--- src/rtl/core/rdtq_pkg.sv ---
`timescale 1ns / 1ps
`default_nettype none

package rdtq_pkg;

  typedef enum logic [1:0] {
    ST_IDLE     = 2'd0,
    ST_RECEIVE  = 2'd1,
    ST_SETTLE   = 2'd2,
    ST_TRANSMIT = 2'd3
  } line_state_t;

  localparam logic [1:0] CMD_TICK  = 2'd0;
  localparam logic [1:0] CMD_PUSH  = 2'd1;
  localparam logic [1:0] CMD_READY = 2'd2;

  localparam int unsigned CFG_AW = 2;
  localparam logic [CFG_AW-1:0] REG_SETTLE = 2'd0;
  localparam logic [CFG_AW-1:0] REG_RETURN = 2'd1;

  localparam logic [7:0] TICKS_RESET = 8'd2;

  // fixed part of the result word: tx_valid, tx_byte, drive, line_state
  localparam int unsigned OUT_FIXED_W = 12;

endpackage

`default_nettype wire

--- src/rtl/core/rs485_direction_tx_queue_core.sv ---
`timescale 1ns / 1ps
`default_nettype none

// channel  direction  contents
// in_      slave      tuser: command[1:0]; tdata: data[7:0]
// out_     master     tdata: tx_valid, tx_byte, drive_transmit, line_state,
//                            queue_count, overflow (lowest bit first)
// cfg_     write      cfg_addr 0 settle_ticks, 1 return_ticks
//
// One transaction per cycle sustained while out_tready stays high; the input register
// feeds the result register, with the queue head read ahead from its own port.
// Reset is synchronous and needs no clearing pass; unread queue entries are
// never presented. A stalled result holds and in_tready drops only when both
// the input and the result register are occupied.

module rs485_direction_tx_queue_core #(
  parameter int unsigned QUEUE_DEPTH = 256
) (
  input  wire                     clk,
  input  wire                     rst_n,
  input  wire                     in_tvalid,
  output logic                    in_tready,
  input  wire  [7:0]              in_tdata,   // data[7:0]
  input  wire  [1:0]              in_tuser,   // command[1:0]
  output logic                    out_tvalid,
  input  wire                     out_tready,
  // tx_valid[0], tx_byte[8:1], drive_transmit[9], line_state[11:10],
  // queue_count[12 +: CW], overflow[12+CW], zero pad
  output logic [((rdtq_pkg::OUT_FIXED_W + $clog2(QUEUE_DEPTH + 1) + 1 + 7) / 8) * 8 - 1:0]
                                  out_tdata,
  input  wire                     cfg_we,
  input  wire  [rdtq_pkg::CFG_AW-1:0] cfg_addr,
  input  wire  [7:0]              cfg_wdata
);

  localparam int unsigned AW = $clog2(QUEUE_DEPTH);
  localparam int unsigned CW = $clog2(QUEUE_DEPTH + 1);
  localparam int unsigned OW = ((rdtq_pkg::OUT_FIXED_W + CW + 1 + 7) / 8) * 8;
  localparam logic [AW-1:0] LAST_IDX = AW'(QUEUE_DEPTH - 1);
  localparam logic [CW-1:0] FULL_CNT = CW'(QUEUE_DEPTH);

  logic [7:0] queue_mem [QUEUE_DEPTH];

  logic                    in_vld_r;
  logic [1:0]              cmd_r;
  logic [7:0]              data_r;
  logic                    out_vld_r;
  logic [OW-1:0]           out_data_r;
  logic [OW-1:0]           out_data_nxt;

  logic [7:0]              settle_r;
  logic [7:0]              return_r;

  logic [AW-1:0]           wr_ptr_r, wr_ptr_nxt;
  logic [AW-1:0]           rd_ptr_r, rd_ptr_nxt;
  logic [CW-1:0]           fill_r, fill_nxt;
  logic                    send_r, send_nxt;
  rdtq_pkg::line_state_t   st_r, st_nxt;
  logic [7:0]              dly_r, dly_nxt;
  logic                    drv_r, drv_nxt;

  logic [7:0]              head_mem_r;
  logic                    byp_hit_r;
  logic [7:0]              byp_data_r;
  logic [7:0]              head;

  logic                    adv;
  logic                    wr_en;
  logic                    tx_vld;
  logic [7:0]              tx_byte;
  logic                    ovf;

  assign adv        = in_vld_r && (!out_vld_r || out_tready);
  assign in_tready  = !in_vld_r || adv;
  assign out_tvalid = out_vld_r;
  assign out_tdata  = out_data_r;
  assign head       = byp_hit_r ? byp_data_r : head_mem_r;

  always_comb begin
    wr_ptr_nxt = wr_ptr_r;
    rd_ptr_nxt = rd_ptr_r;
    fill_nxt   = fill_r;
    send_nxt   = send_r;
    st_nxt     = st_r;
    dly_nxt    = dly_r;
    drv_nxt    = drv_r;
    wr_en      = 1'b0;
    tx_vld     = 1'b0;
    tx_byte    = 8'd0;
    ovf        = 1'b0;
    if (adv) begin
      case (cmd_r)
        rdtq_pkg::CMD_TICK: begin
          if (dly_r != 8'd0) dly_nxt = dly_r - 8'd1;
        end
        rdtq_pkg::CMD_PUSH: begin
          if (fill_r == FULL_CNT) begin
            ovf = 1'b1;
          end else begin
            wr_en      = 1'b1;
            wr_ptr_nxt = (wr_ptr_r == LAST_IDX) ? '0 : wr_ptr_r + 1'b1;
            fill_nxt   = fill_r + 1'b1;
          end
        end
        rdtq_pkg::CMD_READY: begin
          if (send_r && fill_r != '0) begin
            tx_vld     = 1'b1;
            tx_byte    = head;
            rd_ptr_nxt = (rd_ptr_r == LAST_IDX) ? '0 : rd_ptr_r + 1'b1;
            fill_nxt   = fill_r - 1'b1;
          end
          if (fill_nxt == '0) send_nxt = 1'b0;
        end
        default: ;
      endcase

      if (!send_nxt && fill_nxt != '0 && st_r == rdtq_pkg::ST_TRANSMIT) send_nxt = 1'b1;

      unique case (st_r)
        rdtq_pkg::ST_IDLE: begin
          if (dly_nxt == 8'd0) begin
            drv_nxt = 1'b0;
            st_nxt  = rdtq_pkg::ST_RECEIVE;
          end
        end
        rdtq_pkg::ST_RECEIVE: begin
          if (fill_nxt != '0) begin
            drv_nxt = 1'b1;
            dly_nxt = settle_r;
            st_nxt  = rdtq_pkg::ST_SETTLE;
          end
        end
        rdtq_pkg::ST_SETTLE: begin
          if (dly_nxt == 8'd0) st_nxt = rdtq_pkg::ST_TRANSMIT;
        end
        rdtq_pkg::ST_TRANSMIT: begin
          if (!send_nxt) begin
            dly_nxt = return_r;
            st_nxt  = rdtq_pkg::ST_IDLE;
          end
        end
        default: ;
      endcase
    end
    out_data_nxt = OW'({ovf, fill_nxt, st_nxt, drv_nxt, tx_byte, tx_vld});
  end

  always_ff @(posedge clk) begin
    if (!rst_n) begin
      in_vld_r  <= 1'b0;
      out_vld_r <= 1'b0;
      settle_r  <= rdtq_pkg::TICKS_RESET;
      return_r  <= rdtq_pkg::TICKS_RESET;
      wr_ptr_r  <= '0;
      rd_ptr_r  <= '0;
      fill_r    <= '0;
      send_r    <= 1'b0;
      st_r      <= rdtq_pkg::ST_IDLE;
      dly_r     <= 8'd0;
      drv_r     <= 1'b0;
      byp_hit_r <= 1'b0;
    end else begin
      if (in_tready) in_vld_r <= in_tvalid;
      if (adv) begin
        out_vld_r <= 1'b1;
      end else if (out_tready) begin
        out_vld_r <= 1'b0;
      end
      if (cfg_we) begin
        unique case (cfg_addr)
          rdtq_pkg::REG_SETTLE: settle_r <= cfg_wdata;
          rdtq_pkg::REG_RETURN: return_r <= cfg_wdata;
          default: ;
        endcase
      end
      wr_ptr_r  <= wr_ptr_nxt;
      rd_ptr_r  <= rd_ptr_nxt;
      fill_r    <= fill_nxt;
      send_r    <= send_nxt;
      st_r      <= st_nxt;
      dly_r     <= dly_nxt;
      drv_r     <= drv_nxt;
      byp_hit_r <= wr_en && (wr_ptr_r == rd_ptr_nxt);
    end
  end

  always_ff @(posedge clk) begin
    if (in_tvalid && in_tready) begin
      cmd_r  <= in_tuser;
      data_r <= in_tdata;
    end
    if (adv) out_data_r <= out_data_nxt;
    byp_data_r <= data_r;
  end

  // queue storage: one write port, one registered read of the next head
  always_ff @(posedge clk) begin
    if (wr_en) queue_mem[wr_ptr_r] <= data_r;
    head_mem_r <= queue_mem[rd_ptr_nxt];
  end

endmodule

`default_nettype wire

--- config.mk ---
export PLATFORM = sky130hd
export DESIGN_NAME = rs485_direction_tx_queue_core
export DESIGN_NICKNAME = d
export VERILOG_FILES = /design/src/rtl/core/rdtq_pkg.sv /design/src/rtl/core/rs485_direction_tx_queue_core.sv
export SDC_FILE = /design/constraint.sdc
export NUM_CORES = 2
export LEC_CHECK = 0
export ABC_CLOCK_PERIOD_IN_PS = 4900
export BUFFER_PORTS_ARGS = -buffer_cell sky130_fd_sc_hd__buf_2
export CAP_MARGIN = 25
export CORE_ASPECT_RATIO = 0.6
export CORE_UTILIZATION = 45
export CTS_BUF_LIST = sky130_fd_sc_hd__clkbuf_4 sky130_fd_sc_hd__clkbuf_8
export DETAILED_ROUTE_END_ITERATION = 8
export PLACE_DENSITY = 0.59
export SLEW_MARGIN = 0
export SYNTH_ARGS = -nofsm -noshare
export SYNTH_HDL_FRONTEND = slang
export SYNTH_SLANG_ARGS = --single-unit
--- constraint.sdc ---
create_clock -name clk -period 4.9 [get_ports clk]
set_input_delay 0.245 -clock clk [delete_from_list [all_inputs] [get_ports clk]]
set_output_delay 0.245 -clock clk [all_outputs]
set_load 0.01 [all_outputs]
==> reports/results.ini <==
[outcome]
status = completed

[layout]
drive_gt1_share_pct = 16.2
regArea_sq_um = 63900
multi_input_area_sq_um = 21000
syn_to_final_growth_pct = 13.7
utilization_pct = 51.7
fin_area_sq_um = 98700
nFillCells = 15800
layout.nets = 6331

[min_path]
worstHoldStart = cfg_we
worstHoldPathType = in -> reg

[routing]
wl_met2_microns = 117000
drt-total-wl_microns = 295000
vias = 57000
dr.pass1.iters = 8
highest_layer = met5
met1Wirelength_microns = 126000
ant_nets = 0
drt_iter0_drc = 9442
detail_route.wl_per_cell_microns = 32.4
vias_per_cell = 6.26
drc = 0
wl_met3_microns = 44400

[synth]
seq_area_frac_synth_pct = 73.6
ys_warn_count = 0
synthCells = 5882
synth_seq_cells = 2152
synth_cell_types = 96
synth_flop_cell = edfxtp_1
avgSynthCellArea_sq_um = 14.8
async_flop_share_pct = 0
syn_area_sq_um = 86800
synth_edf_count = 2080

[timing]
timing.hold.ws_ps = 59.2
final-setup-viol-count = 0
min_period_over_period_pct = 99.3
drv_slew = 0
tightest_slew_ps = 1410
setup-tns-final_ps = 0
period_needed_ps = 4870
hold_violations = 0
max_slew_margin_pct = 5.89
fmax_mhz = 205
skew_ps = 74.9

[placement]
globalplace.congestion = 0.950
hpwl_microns = 185000
portBuffers = 48
placed_area_sq_um = 92200

[cts]
cts-root-buf = clkbuf_8
cts-htree-levels = 5
path_clk_slew_ps = 70
cts_num_sinks = 2152
cts_buffers = 312
clk_latency_ps = 980
cts_buffer_depth = 4
cts_tree = done

[worst_setup_path]
critPathLaunch = cmd_r[0]$_DFFE_PP_
critPathMaxFanout = 38
r2r_start = cmd_r[0]$_DFFE_PP_
cp.arrival_ps = 5740
critPathKind = reg -> reg
cp-end-kind = flip-flop
cp-start-kind = flip-flop
cp.required_ps = 5770

[floorplan]
die_area_sq_um = 195000
coreArea_sq_um = 191000
io_pins = 51
die_y_microns = 342
start_util_pct = 45.4
die_w_microns = 569
rows = 124

[global_routing]
grt_max_degree = 194
gr-total-overflow = 0
track_usage_pct = 29.9
antenna_found_initial = 15
grt_pass1_wl_microns = 412000
grt_pass1_vias = 52900

[power_and_ir_drop]
power_density_nw_per_um2 = 355
leakage_uw = 0.0313
vdd_ir_drop_max_uv = 282

[job]
maxCapViolCount = 0

==> repair_timing <==
item / in CTS / in global routing
setup endpoints to repair: 2 / 8
buffers inserted: 0 / 7
hold buffers: 38 / 0
endpoints found under the hold margin: 70 / 0
gates resized for setup: 2 / 17
pin swaps: 0 / 3
==> final timing paths <==
path,to,slack (ps),cells past startpoint
max,head_mem_r[2]$_DFF_P_,30,14
min,return_r[4]$_SDFFE_PN0P_,60,4
max reg2reg,head_mem_r[2]$_DFF_P_,30,14
min reg2reg,dly_r[6]$_SDFFE_PN0P_,470,2
==> stage by stage <==
step,total power (uW),instances,worst slack [ps]
2_1_floorplan,20900,5883,842
3_3_place_gp,21100,8499,-162
3_5_place_dp,21200,8510,-12.1
4_1_cts,35100,9089,5.34
5_1_grt,35900,9104,-23.6
6_report,35000,9119,32.9
==> cells in the mapped netlist, types with 40 or more instances <==
library cell	n	share of area (%)
nor4_1	62	0.45
edfxtp_1	2080	72
mux4_2	73	1.9
clkbuf_1	172	0.74
o22ai_1	140	1.0
a211oi_1	102	0.88
nor2_1	328	1.4
nand2_1	942	4.1
buf_2	112	0.65
mux2i_1	403	4.6
and3_1	106	0.76
nand3_1	126	0.73
o21ai_0	110	0.63
a31oi_1	70	0.50
nor3_1	40	0.23
a311oi_1	43	0.43
a21oi_1	306	1.8
dfxtp_1	72	1.7
buf_4	50	0.43
==> power breakdown <==
part	switching, uW	internal [uW]
Sequential	28.4	20200
Combinational	462	108
Clock	7080	7140
Total	7580	27500
==> critical path, cell delays in order, from the launching register on <==
cell and delay [ps]:
edfxtp_1 400, inv_1 100, ha_1 290, and2_2 260, nand3_2 220, or4b_4 610
nand2_8 290, buf_4 190, buf_12 230, mux4_2 560, mux2i_1 410, nor3_1 130
a2111o_1 490, o311a_1 230, a22o_1 260
==> cells by family after synthesis <==
group	Yosys count	share of synthesized area [%]
other	1	0.00432
and+or+nand+nor	1751	8.85
buffers and inverters	415	2.48
xor gates and xnor gates	20	0.202
DFF	2152	73.6
AOI/OAI and AO/OA	1043	7.98
muxes	487	6.68
adders and majority gates	13	0.187
==> cell type report <==
type / instances / area share, %
diodes: 16 / 0.0406
inverters: 21 / 0.0799
well taps: 2583 / 3.27
clock inverters: 121 / 0.721
clock buffers: 420 / 5.22
multi-input cells: 3316 / 21.3
repair buffers: 490 / 4.62
flip-flops and latches: 2152 / 64.7
==> registers in the layout, indices dropped and copies added, names as in the netlist, 2 cells and up <==
register	cells
rd_ptr_r	8
wr_ptr_r	8
fill_r	9
out_tdata	22
queue_mem	2048
head_mem_r	8
dly_r	8
byp_data_r	8
st_r	2
data_r	8
settle_r	8
return_r	8
cmd_r	2
==> layer usage <==
metal | up-vias | GRT usage (%)
li1 | 23500 | -
met1 | 28800 | 45.5
met2 | 4163 | 39.3
met3 | 532 | 11.3
met4 | 8 | 8.27
met5 | - | 0
==> cells in the final DEF (no fill, tap or decap), types with 73 or more instances in the layout <==
cell type | netlist | layout
clkinv_1 | 0 | 78
mux2i_1 | 403 | 403
buf_4 | 50 | 324
nand3_1 | 126 | 124
clkbuf_8 | 0 | 319
nand2_1 | 942 | 939
nor2_1 | 328 | 325
clkbuf_4 | 0 | 101
o22ai_1 | 140 | 138
edfxtp_1 | 2080 | 2080
a211oi_1 | 102 | 101
a21oi_1 | 306 | 306
and3_1 | 106 | 106
mux4_2 | 73 | 73
o21ai_0 | 110 | 110
No activity file was read; power rests on OpenSTA's default activity.
